--- src/rtl/qrsbe_pkg.sv ---
// Package for the QR segment bit encoder: the output chunk type, the mode
// and indicator codes and the small tables for count widths and character values.
// It has no dependencies.
`timescale 1ns / 1ps
`default_nettype none

package qrsbe_pkg;

  typedef enum logic [1:0] {
    MODE_NUMERIC = 2'd0,
    MODE_ALNUM   = 2'd1,
    MODE_BYTE    = 2'd2,
    MODE_RSVD    = 2'd3
  } seg_mode_t;

  localparam logic [3:0] IND_NUMERIC = 4'd1;
  localparam logic [3:0] IND_ALNUM   = 4'd2;
  localparam logic [3:0] IND_BYTE    = 4'd4;

  localparam logic [4:0] BITS_NUM3   = 5'd10;
  localparam logic [4:0] BITS_NUM2   = 5'd7;
  localparam logic [4:0] BITS_NUM1   = 5'd4;
  localparam logic [4:0] BITS_ALNUM2 = 5'd11;
  localparam logic [4:0] BITS_ALNUM1 = 5'd6;
  localparam logic [4:0] BITS_BYTE   = 5'd8;
  localparam logic [4:0] BITS_IND    = 5'd4;

  localparam logic [5:0] ALNUM_RADIX = 6'd45;
  localparam logic [3:0] DEC_RADIX   = 4'd10;

  typedef struct packed {
    logic [19:0] value;
    logic [4:0]  bits;
    logic        last;
    logic        bad;
  } chunk_t;

  function automatic logic [4:0] count_width(input logic [5:0] ver, input logic [1:0] mode);
    logic [1:0] cls;
    logic [1:0] col;
    logic [4:0] w;
    cls = (ver <= 6'd9) ? 2'd0 : ((ver <= 6'd26) ? 2'd1 : 2'd2);
    col = (mode >= 2'd2) ? 2'd2 : mode;
    case ({cls, col})
      4'b00_00: w = 5'd10;
      4'b00_01: w = 5'd9;
      4'b00_10: w = 5'd8;
      4'b01_00: w = 5'd12;
      4'b01_01: w = 5'd11;
      4'b01_10: w = 5'd16;
      4'b10_00: w = 5'd14;
      4'b10_01: w = 5'd13;
      4'b10_10: w = 5'd16;
      default:  w = 5'd16;
    endcase
    return w;
  endfunction

  function automatic logic [3:0] mode_indicator(input logic [1:0] mode);
    logic [3:0] ind;
    case (mode)
      MODE_NUMERIC: ind = IND_NUMERIC;
      MODE_ALNUM:   ind = IND_ALNUM;
      default:      ind = IND_BYTE;
    endcase
    return ind;
  endfunction

  // Returns {ok, value}; an invalid character has value zero.
  function automatic logic [6:0] alnum_value(input logic [7:0] c);
    logic [6:0] r;
    if (c >= 8'd48 && c <= 8'd57) begin
      r = {1'b1, 6'(c - 8'd48)};
    end else if (c >= 8'd65 && c <= 8'd90) begin
      r = {1'b1, 6'(c - 8'd55)};
    end else begin
      case (c)
        8'd32:   r = {1'b1, 6'd36};
        8'd36:   r = {1'b1, 6'd37};
        8'd37:   r = {1'b1, 6'd38};
        8'd42:   r = {1'b1, 6'd39};
        8'd43:   r = {1'b1, 6'd40};
        8'd45:   r = {1'b1, 6'd41};
        8'd46:   r = {1'b1, 6'd42};
        8'd47:   r = {1'b1, 6'd43};
        8'd58:   r = {1'b1, 6'd44};
        default: r = 7'd0;
      endcase
    end
    return r;
  endfunction

endpackage

`default_nettype wire

--- src/rtl/qr_segment_bit_encoder.sv ---
// Top level of the QR segment bit encoder: input register, encoding logic and
// a two-entry result register. Depends on qrsbe_pkg.
`timescale 1ns / 1ps
`default_nettype none

// The encoder takes one character word per cycle, unless in_stall holds it, and
// returns the bit chunks that QR data encoding appends for it: the mode
// indicator joined to the count on the first character of a segment, then digit
// groups, alphanumeric pairs or bytes. A character that completes no group gives
// no result, unless it is invalid, in which case one empty chunk with bad_input
// is returned. A character word is held in the input register, then its chunks
// go to the two-entry result register, whose head drives the outputs until
// out_stall is low. The input stalls while the chunks of a character do not fit
// there; otherwise one character is accepted every cycle.
// Write symbol_version only while the encoder is idle.
module qr_segment_bit_encoder (
  input  wire logic        clk,
  input  wire logic        rst_n,
  input  wire logic        cfg_wr_en,
  input  wire logic [5:0]  cfg_wr_data,
  input  wire logic        in_valid,
  output      logic        in_stall,
  input  wire logic [1:0]  in_mode,
  input  wire logic [7:0]  in_char_code,
  input  wire logic        in_seg_first,
  input  wire logic [15:0] in_seg_length,
  input  wire logic        in_seg_last,
  output      logic        out_valid,
  input  wire logic        out_stall,
  output      logic [19:0] out_chunk_value,
  output      logic [4:0]  out_chunk_bits,
  output      logic        out_chunk_last,
  output      logic        out_bad_input
);
  import qrsbe_pkg::*;

  logic [5:0]  sym_ver_r;
  logic [6:0]  accum_r, accum_nxt;
  logic [1:0]  fill_r, fill_nxt;
  logic [1:0]  mode_r, mode_nxt;

  logic        s1_valid_r, s1_valid_nxt;
  logic [1:0]  s1_mode_r;
  logic [7:0]  s1_char_r;
  logic        s1_first_r;
  logic [15:0] s1_len_r;
  logic        s1_last_r;

  chunk_t      q0_r, q0_nxt, q1_r, q1_nxt;
  logic [1:0]  cnt_r, cnt_nxt;

  logic        in_accept;
  logic        pop;
  logic [1:0]  base;
  logic        move;

  logic [4:0]  cw;
  logic [15:0] len_mask;
  logic [19:0] hdr_value;
  logic [1:0]  eff_mode;
  logic [6:0]  eff_accum;
  logic [1:0]  eff_fill;
  logic        digit_ok;
  logic [3:0]  digit;
  logic [9:0]  num_acc;
  logic [6:0]  alnum_r7;
  logic [10:0] alnum_pair;
  logic        bad;
  logic        has_data;
  logic [19:0] data_value;
  logic [4:0]  data_bits;
  logic [1:0]  n_res;
  chunk_t      res0, res1;

  assign in_accept = in_valid && !in_stall;
  assign pop       = (cnt_r != 2'd0) && !out_stall;
  assign base      = cnt_r - {1'b0, pop};
  assign move      = s1_valid_r && ({1'b0, base} + {1'b0, n_res} <= 3'd2);
  assign in_stall  = s1_valid_r && !move;

  assign out_valid       = cnt_r != 2'd0;
  assign out_chunk_value = q0_r.value;
  assign out_chunk_bits  = q0_r.bits;
  assign out_chunk_last  = q0_r.last;
  assign out_bad_input   = q0_r.bad;

  always_comb begin
    cw         = count_width(sym_ver_r, s1_mode_r);
    len_mask   = 16'hFFFF >> (5'd16 - cw);
    hdr_value  = ({16'd0, mode_indicator(s1_mode_r)} << cw) | {4'd0, s1_len_r & len_mask};
    eff_mode   = s1_first_r ? s1_mode_r : mode_r;
    eff_accum  = s1_first_r ? 7'd0 : accum_r;
    eff_fill   = s1_first_r ? 2'd0 : fill_r;
    digit_ok   = (s1_char_r >= 8'd48) && (s1_char_r <= 8'd57);
    digit      = digit_ok ? 4'(s1_char_r - 8'd48) : 4'd0;
    num_acc    = 10'(eff_accum * DEC_RADIX) + {6'd0, digit};
    alnum_r7   = alnum_value(s1_char_r);
    alnum_pair = 11'(eff_accum[5:0] * ALNUM_RADIX) + {5'd0, alnum_r7[5:0]};

    bad        = s1_first_r && ((s1_len_r & ~len_mask) != 16'd0);
    has_data   = 1'b0;
    data_value = 20'd0;
    data_bits  = 5'd0;
    accum_nxt  = eff_accum;
    fill_nxt   = eff_fill;
    mode_nxt   = eff_mode;

    case (eff_mode)
      MODE_NUMERIC: begin
        if (!digit_ok) bad = 1'b1;
        if (eff_fill >= 2'd2) begin
          has_data   = 1'b1;
          data_value = {10'd0, num_acc};
          data_bits  = BITS_NUM3;
          accum_nxt  = 7'd0;
          fill_nxt   = 2'd0;
        end else if (s1_last_r) begin
          has_data   = 1'b1;
          data_value = {10'd0, num_acc};
          data_bits  = (eff_fill == 2'd1) ? BITS_NUM2 : BITS_NUM1;
          accum_nxt  = 7'd0;
          fill_nxt   = 2'd0;
        end else begin
          accum_nxt  = num_acc[6:0];
          fill_nxt   = eff_fill + 2'd1;
        end
      end
      MODE_ALNUM: begin
        if (!alnum_r7[6]) bad = 1'b1;
        if (eff_fill != 2'd0) begin
          has_data   = 1'b1;
          data_value = {9'd0, alnum_pair};
          data_bits  = BITS_ALNUM2;
          accum_nxt  = 7'd0;
          fill_nxt   = 2'd0;
        end else if (s1_last_r) begin
          has_data   = 1'b1;
          data_value = {14'd0, alnum_r7[5:0]};
          data_bits  = BITS_ALNUM1;
        end else begin
          accum_nxt  = {1'b0, alnum_r7[5:0]};
          fill_nxt   = 2'd1;
        end
      end
      default: begin
        if (eff_mode == MODE_RSVD) bad = 1'b1;
        has_data   = 1'b1;
        data_value = {12'd0, s1_char_r};
        data_bits  = BITS_BYTE;
        accum_nxt  = 7'd0;
        fill_nxt   = 2'd0;
      end
    endcase

    res0 = '{value: 20'd0, bits: 5'd0, last: 1'b1, bad: bad};
    res1 = '{value: data_value, bits: data_bits, last: 1'b1, bad: bad};
    if (s1_first_r) begin
      res0  = '{value: hdr_value, bits: BITS_IND + cw, last: !has_data, bad: bad};
      n_res = has_data ? 2'd2 : 2'd1;
    end else if (has_data) begin
      res0  = res1;
      n_res = 2'd1;
    end else begin
      n_res = bad ? 2'd1 : 2'd0;
    end
  end

  always_comb begin
    q0_nxt  = pop ? q1_r : q0_r;
    q1_nxt  = q1_r;
    cnt_nxt = base;
    if (move) begin
      cnt_nxt = base + n_res;
      case (base)
        2'd0: begin
          q0_nxt = res0;
          q1_nxt = res1;
        end
        2'd1: begin
          q1_nxt = res0;
        end
        default: begin
          q1_nxt = q1_r;
        end
      endcase
    end
    s1_valid_nxt = in_accept ? 1'b1 : (move ? 1'b0 : s1_valid_r);
  end

  always_ff @(posedge clk) begin
    if (!rst_n) begin
      sym_ver_r  <= 6'd1;
      accum_r    <= 7'd0;
      fill_r     <= 2'd0;
      mode_r     <= MODE_NUMERIC;
      s1_valid_r <= 1'b0;
      cnt_r      <= 2'd0;
    end else begin
      if (cfg_wr_en) sym_ver_r <= cfg_wr_data;
      if (move) begin
        accum_r <= accum_nxt;
        fill_r  <= fill_nxt;
        mode_r  <= mode_nxt;
      end
      s1_valid_r <= s1_valid_nxt;
      cnt_r      <= cnt_nxt;
    end
  end

  always_ff @(posedge clk) begin
    if (in_accept) begin
      s1_mode_r  <= in_mode;
      s1_char_r  <= in_char_code;
      s1_first_r <= in_seg_first;
      s1_len_r   <= in_seg_length;
      s1_last_r  <= in_seg_last;
    end
    q0_r <= q0_nxt;
    q1_r <= q1_nxt;
  end

  a_cnt_bound: assert property (@(posedge clk) disable iff (!rst_n) cnt_r <= 2'd2)
    else $error("result register count out of range");

  a_fill_bound: assert property (@(posedge clk) disable iff (!rst_n)
    (mode_r == MODE_NUMERIC && fill_r <= 2'd2) || fill_r <= 2'd1)
    else $error("group fill out of range for mode");

  a_num_accum: assert property (@(posedge clk) disable iff (!rst_n)
    mode_r == MODE_NUMERIC |-> accum_r < 7'd100)
    else $error("numeric group value too large");

  a_alnum_accum: assert property (@(posedge clk) disable iff (!rst_n)
    mode_r == MODE_ALNUM |-> accum_r < 7'd45)
    else $error("alphanumeric pending value too large");

  a_fill_clear: assert property (@(posedge clk) disable iff (!rst_n)
    (mode_r != MODE_NUMERIC && mode_r != MODE_ALNUM) |-> (fill_r == 2'd0 && accum_r == 7'd0))
    else $error("pending group in byte mode");

endmodule

`default_nettype wire
--- config.mk ---
export PLATFORM = sky130hd
export DESIGN_NAME = qr_segment_bit_encoder
export DESIGN_NICKNAME = d
export VERILOG_FILES = /design/src/rtl/qrsbe_pkg.sv /design/src/rtl/qr_segment_bit_encoder.sv
export SDC_FILE = /design/constraint.sdc
export NUM_CORES = 1
export LEC_CHECK = 0
export BUFFER_PORTS_ARGS = -buffer_cell sky130_fd_sc_hd__buf_2
export CAP_MARGIN = 20
export CORE_MARGIN = 2
export CORE_UTILIZATION = 60
export DETAILED_ROUTE_END_ITERATION = 10
export PLACE_DENSITY = 0.81
export SLEW_MARGIN = 20
export SYNTH_ARGS = -nofsm -noshare
export SYNTH_HDL_FRONTEND = slang
export SYNTH_SLANG_ARGS = --single-unit
--- constraint.sdc ---
create_clock -name clk -period 5.6 [get_ports clk]
set_clock_uncertainty 0.2 [all_clocks]
set_input_delay 0.84 -clock clk [delete_from_list [all_inputs] [get_ports clk]]
set_output_delay 0.84 -clock clk [all_outputs]
set_load 0.02 [all_outputs]
Yosys cells after proc, flatten, opt, wreduce, memory -nomap -nowiden. Memories as Yosys holds them, arrays and structs flattened. Cells that the tools add are included.

Order comparisons: 9. Bitwise logic cells: 4. Equality and inequality tests: 14. Divide/modulo/power cells: 0. Reductions and logical operators: 20. Shift operators: 2. Muxes and demuxes: 53. Add/sub/neg operators: 10. Multipliers: 2.

Operators by type and width (number): 27-bit two-way mux (5); 8-bit by 6-bit == test with 1-bit output (second input constant) (9); 7-bit case mux with 9 select lines (1); 27-bit case mux with 2 select lines (1); 7-bit two-way mux (7); 16-bit bitwise AND (2); 2-bit two-way mux (13); 11-bit case mux with 2 select lines (1); 10-bit two-way mux (2); 20-bit by 16-bit OR with 20-bit output (1); 4-bit by 5-bit left shift with 20-bit output (1); 16-bit inverter (1); 16-bit nonzero test (1); 16-bit by 5-bit >> shifter with 16-bit output (first input constant) (1); 7-bit case mux with 2 select lines (1); 4-bit two-way mux (3); 6-bit subtractor (second input constant) (2); 11-bit by 6-bit adder with 11-bit output (1); 6-bit by 6-bit multiplier with 11-bit output (second input constant) (1); 11-bit two-way mux (1); 10-bit by 4-bit adder with 10-bit output (1); 1-bit two-way mux (10); 5-bit case mux with 2 select lines (1); 7-bit by 3-bit multiplier with 9-bit output (second input constant) (1); other kinds (26) (46).

Memory bits (read-only): 80. Memories: 1. Latch bits: 0. Bits in registers: 102. Bits in writable memories: 0. Output and inout port bits: 29.

Memory list: (name not given) (depth 16, width 5, read ports 1, clocked after memory_dff 0, write ports 0, RTL line qrsbe_pkg.sv:44) `case ({cls, col})`.

Longest topological paths before layout. An unclocked memory read counts as a cell.

Depth in word-level cells: 23. Gate-level depth with buffers: 23. Depth with buffers taken out: 17.

Least setup slack after synthesis. No wires, ideal clock.

Path kind: register to register. Start: register s1_first_r. End: register s1_char_r[0], enable pin. Arrival time: 4419 ps. Stages on the path, launching flop included: 18. Buffers on the path: 3. Library setup time: 416 ps. Path slack: 566 ps. Cells stage by stage: edfxtp_1 -> buf_6 -> buf_8 -> clkinv_1 -> nand2_1 -> ha_1 -> clkbuf_8 -> inv_1 -> a211oi_4 -> nor2_2 -> nand2_1 -> a21boi_0 -> ha_1 -> inv_1 -> fa_1 -> nand2b_1 -> a21boi_0 -> nor2b_1.

Cells in the longest elaborated chain, start to end: 14. Elaborated cells between the ends (all ways): 26. Those cells by class: add/sub: 1; order compare: 2; eq/ne: 2; mux: 13; reduce/logical: 8.

Ends and longest elaborated chain: start, declared (RTL line qr_segment_bit_encoder.sv:45) `logic s1_first_r;`; start signal, assigned (RTL line qr_segment_bit_encoder.sv:214) `s1_first_r <= in_seg_first;`; 2-bit two-way mux (RTL line qr_segment_bit_encoder.sv:91) `eff_mode = s1_first_r ? s1_mode_r : mode_r;`; 2-bit == test (RTL line qr_segment_bit_encoder.sv:146) `if (eff_mode == MODE_RSVD) bad = 1'b1;`; 1-bit two-way mux (RTL line qr_segment_bit_encoder.sv:146); 1-bit case mux with 2 select lines (RTL line qr_segment_bit_encoder.sv:108) `case (eff_mode)`; 1-bit two-way mux (RTL line qr_segment_bit_encoder.sv:164) `n_res = bad ? 2'd1 : 2'd0;`; 1-bit two-way mux (RTL line qr_segment_bit_encoder.sv:160) `end else if (has_data) begin`; 2-bit two-way mux (*) (RTL line qr_segment_bit_encoder.sv:157) `if (s1_first_r) begin`; 2-bit by 2-bit adder with 3-bit output (*) (RTL line qr_segment_bit_encoder.sv:78) `assign move = s1_valid_r && ({1'b0, base} + {1'b0, n_res} <= 3'd2);`; 3-bit by 2-bit less-or-equal comparator with 1-bit output (*) (RTL line qr_segment_bit_encoder.sv:78); 1-bit logical AND (*) (RTL line qr_segment_bit_encoder.sv:78); 1-bit logical NOT (*) (RTL line qr_segment_bit_encoder.sv:79) `assign in_stall = s1_valid_r && !move;`; 1-bit logical AND (*) (RTL line qr_segment_bit_encoder.sv:79); named net in_stall (RTL line qr_segment_bit_encoder.sv:22) `output logic in_stall,`; 1-bit logical NOT (*) (RTL line qr_segment_bit_encoder.sv:75) `assign in_accept = in_valid && !in_stall;`; 1-bit logical AND (*) (RTL line qr_segment_bit_encoder.sv:75); named net in_accept (RTL line qr_segment_bit_encoder.sv:52) `logic in_accept;`; end signal, assigned (RTL line qr_segment_bit_encoder.sv:213) `s1_char_r <= in_char_code;`; end, declared (RTL line qr_segment_bit_encoder.sv:44) `logic [7:0] s1_char_r;`.

Mark *: on every way through the listed nets, which the timed path passes. The rest lies on a longest branch. A chain may end at the register's enable or synchronous reset.

Worst setup path after layout.
Start: register s1_first_r. End: output in_stall.

Cells in the longest elaborated chain, start to end: 12. Elaborated cells between the ends (all ways): 24. Those cells by class: add/sub: 1; order compare: 2; eq/ne: 2; mux: 13; reduce/logical: 6.

Ends and longest elaborated chain (RTL line): 2-bit two-way mux (qr_segment_bit_encoder.sv:91); 2-bit == test (qr_segment_bit_encoder.sv:146); 1-bit two-way mux (qr_segment_bit_encoder.sv:146); 1-bit case mux with 2 select lines (qr_segment_bit_encoder.sv:108); 1-bit two-way mux (qr_segment_bit_encoder.sv:164); 1-bit two-way mux (qr_segment_bit_encoder.sv:160); 2-bit two-way mux (*) (qr_segment_bit_encoder.sv:157); 2-bit by 2-bit adder with 3-bit output (*) (qr_segment_bit_encoder.sv:78); 3-bit by 2-bit less-or-equal comparator with 1-bit output (*) (qr_segment_bit_encoder.sv:78); 1-bit logical AND (*) (qr_segment_bit_encoder.sv:78); 1-bit logical NOT (*) (qr_segment_bit_encoder.sv:79); 1-bit logical AND (*) (qr_segment_bit_encoder.sv:79); end, declared (qr_segment_bit_encoder.sv:22).

Every way passes the cells marked *; elsewhere a longest branch is shown, timed or not.

==> flow_summary.ini <==
[run_status]
status = finished clean

[timing]
max_slew.worst_pin.slew_ps = 899
setup_tns_ps = 0
setup_violations = 0
relSlewSlack_pct = 39.9
fin_crit_ps = 5460
fin_ws_ps = 136
rsz0062_at_grt = false
max_freq_mhz = 183
slew_viol_final = 0
finalHoldViolCount = 0
timing.final.crit_share_pct = 97.6

[cts]
clockBufferDepth = 2
htreeDepth = 3
clkTransAtPathRegs_ps = 80
root_buffer = clkbuf_16
cts_num_sinks = 102
clock_latency_ps = 370
post_cts_buffers = 0
cts_tree = done
cts-buffers-inserted = 9

[floorplan]
die_w_um = 113
initial_core_util_pct = 62.2
top_level_ports = 68
die_area_um2 = 12800
die_h_um = 113
num_rows = 39
core_um2 = 11500

[finish]
final_nets = 945
insertedDiodeCount = 0
instances_no_fill = 984
design_area_um2 = 7890
fillers = 931
layout-drive-gt1-share_pct = 15.6
area_delta_synth_final_pct = 10.1
final_util_pct = 68.5

[logic_synthesis]
synthDistinctLibCells = 91
ys_top_cells_by_area = edfxtp_1, dfxtp_1, ha_1, nand2_1, o21ai_0
synth_top_area_cell = edfxtp_1
synth_area_per_cell_um2 = 9.23
netlist.area_leader.share_pct = 23.1
yosysWarnings = 0
ys_seq_area_share_pct = 36.2
netlist_area_um2 = 7160
synthArstFlopShare_pct = 0
ys.flop_type = edfxtp_1
synth_edf_count = 55
ys_seq_elements = 102
syn_inst = 776

[pwr]
p_int_mw = 2.17
p_per_area_nw_per_um2 = 507
p_seq_share_pct = 32.6
p_clk_share_pct = 16.5
power.switching_mw = 1.83
peakVddDrop_v = 0.000360
switching_share_pct = 45.8
p_leak_nw = 3.43
power_frac_comb_pct = 51.0

[placement]
dpl.hpwl_um = 15700
gp_congestion = 0.987
io_buffers = 67
place_ws_ps = 646
placed_area_um2 = 7570
dp.cells = 968

[routing]
drc = 0
drt_iter0_markers = 673
post_drt_wl_per_cell_um = 21.2
firstDrtPassIters = 5
vias = 6348
postRouteAntennaNets = 0
viasPerCell = 6.45
routed_wl_um = 20900

[setup_path]
worstSetupStartpointType = flop
cp_max_fo = 23
cp_data_required_time_ps = 4560
critPathKind = flop to primary output
arrival_ps = 4420
cp-end-kind = primary output

[global_route]
grt_usage_pct = 33.3
first_global_vias = 6071
grt_pass1_wl_um = 32900
grt_max_degree = 28
globalRouteOverflowTotal = 0
antenna_found_initial = 0

[flow_run]
drv_cap = 0

[worst_hold_path]
hp-class = flop to flop
[placed cells by master (no fill, tap or decap), types with 17 or more instances in the layout]
cell / n
ha_1: 59
o21ai_0: 47
inv_1: 53
nand3_1: 29
dfxtp_1: 47
nor2b_1: 17
buf_2: 67
a21oi_1: 40
nor2_1: 49
edfxtp_1: 55
nand2_1: 81
[critical path, cell delays in order, from the launching register on]
cell      delay (ps)
edfxtp_1         360
buf_4            290
and2b_2          270
inv_1            150
ha_1             210
inv_1             90
a211oi_4         410
nor2_2           150
nand2_1          180
a21boi_0         210
ha_1             170
inv_1             50
fa_1             460
nand2b_1         190
a21boi_0         560
buf_2            280
[area by class of cell]
cell class	instances	area (um^2)	area share [%]
repair buffers	82	448	5.68
flip-flops and latches	102	2590	32.9
multi-input cells	586	4150	52.7
well taps	143	179	2.27
clock inverters	7	81.3	1.03
inverters	55	206	2.62
clock buffers	9	225	2.86
[power groups by stage]
| stage | Clock, mW | Combinational [mW] | Sequential [mW] |
|---|---|---|---|
| global route | 0.683 | 2.21 | 1.33 |
| CTS | 0.664 | 1.99 | 1.29 |
| global placement | 0 | 1.92 | 1.30 |
| floorplan | 0 | 1.34 | 1.35 |
| detailed placement | 0 | 1.97 | 1.31 |
| finish | 0.659 | 2.04 | 1.30 |
[synthesized netlist by cell type (all sizes together) (6+ instances only)]
master  instances
buf            15
and2            9
a31oi          15
nand2b          8
nor2           50
ha             59
o21ai          50
a21o           13
nor2b          18
dfxtp          47
a21oi          44
edfxtp         55
o22ai          14
mux2i          15
inv            54
nand2          82
a211oi         10
xor2            6
and3           12
xnor2          14
nor3           12
fa             11
a32oi           7
o21a            6
nand3          29
clkbuf         20
[final timing paths]
| path | slack, ps | end | cells after the start | start |
|---|---|---|---|---|
| worst min-delay path | 270 | accum_r[0]$_SDFFE_PN0P_ | 2 | accum_r[0]$_SDFFE_PN0P_ |
| worst max-delay path | 140 | in_stall | 15 | s1_first_r$_DFFE_PP_ |
| worst max register to register | 640 | q1_r[13]$_DFFE_PP_ | 16 | s1_first_r$_DFFE_PP_ |
| worst min register to register | 270 | accum_r[0]$_SDFFE_PN0P_ | 2 | accum_r[0]$_SDFFE_PN0P_ |
[cells by family (layout without fill, tap and decap cells)]
family | count (synthesis) | after routing | share of synthesized area (%)
xor+xnor | 21 | 21 | 2.76
fa+ha+maj | 70 | 70 | 13.4
mux | 17 | 17 | 2.41
compound gates | 221 | 221 | 21.4
buf+inv | 90 | 153 | 6.04
other cells | 1 | 3 | 0.0523
simple gates | 254 | 254 | 17.8
flops | 102 | 102 | 36.2
[per-stage QoR]
stage | total power, mW | hold slack [ps]
2_1_floorplan | 2.69 | 230
3_3_place_gp | 3.22 | 239
3_5_place_dp | 3.28 | 259
4_1_cts | 3.95 | 270
5_1_grt | 4.22 | 286
6_report | 4.00 | 273
[per-layer routing]
layer	vias up	routed length, um	track usage, %	share of wire [%]
met2	323	9420	50.9	45
met5	-	0	0	0
met1	3020	9050	46.9	43
li1	2960	-	-	-
met3	45	1700	6.75	8.2
met4	0	682	12.3	3.3
[sequential cells by signal, summed over array words and instances, names as in the netlist, 2 cells and up]
name             flops
cnt_r                2
q1_r                27
s1_len_r            16
out_chunk_bits       5
fill_r               2
out_chunk_value     20
sym_ver_r            6
mode_r               2
s1_mode_r            2
accum_r              7
s1_char_r            8
[repair_timing]
action                     CTS  global route
resized for setup            0             1
hold buffers                 0             0
setup endpoints to repair    0             1
No activity file was read; power rests on OpenSTA's default activity.
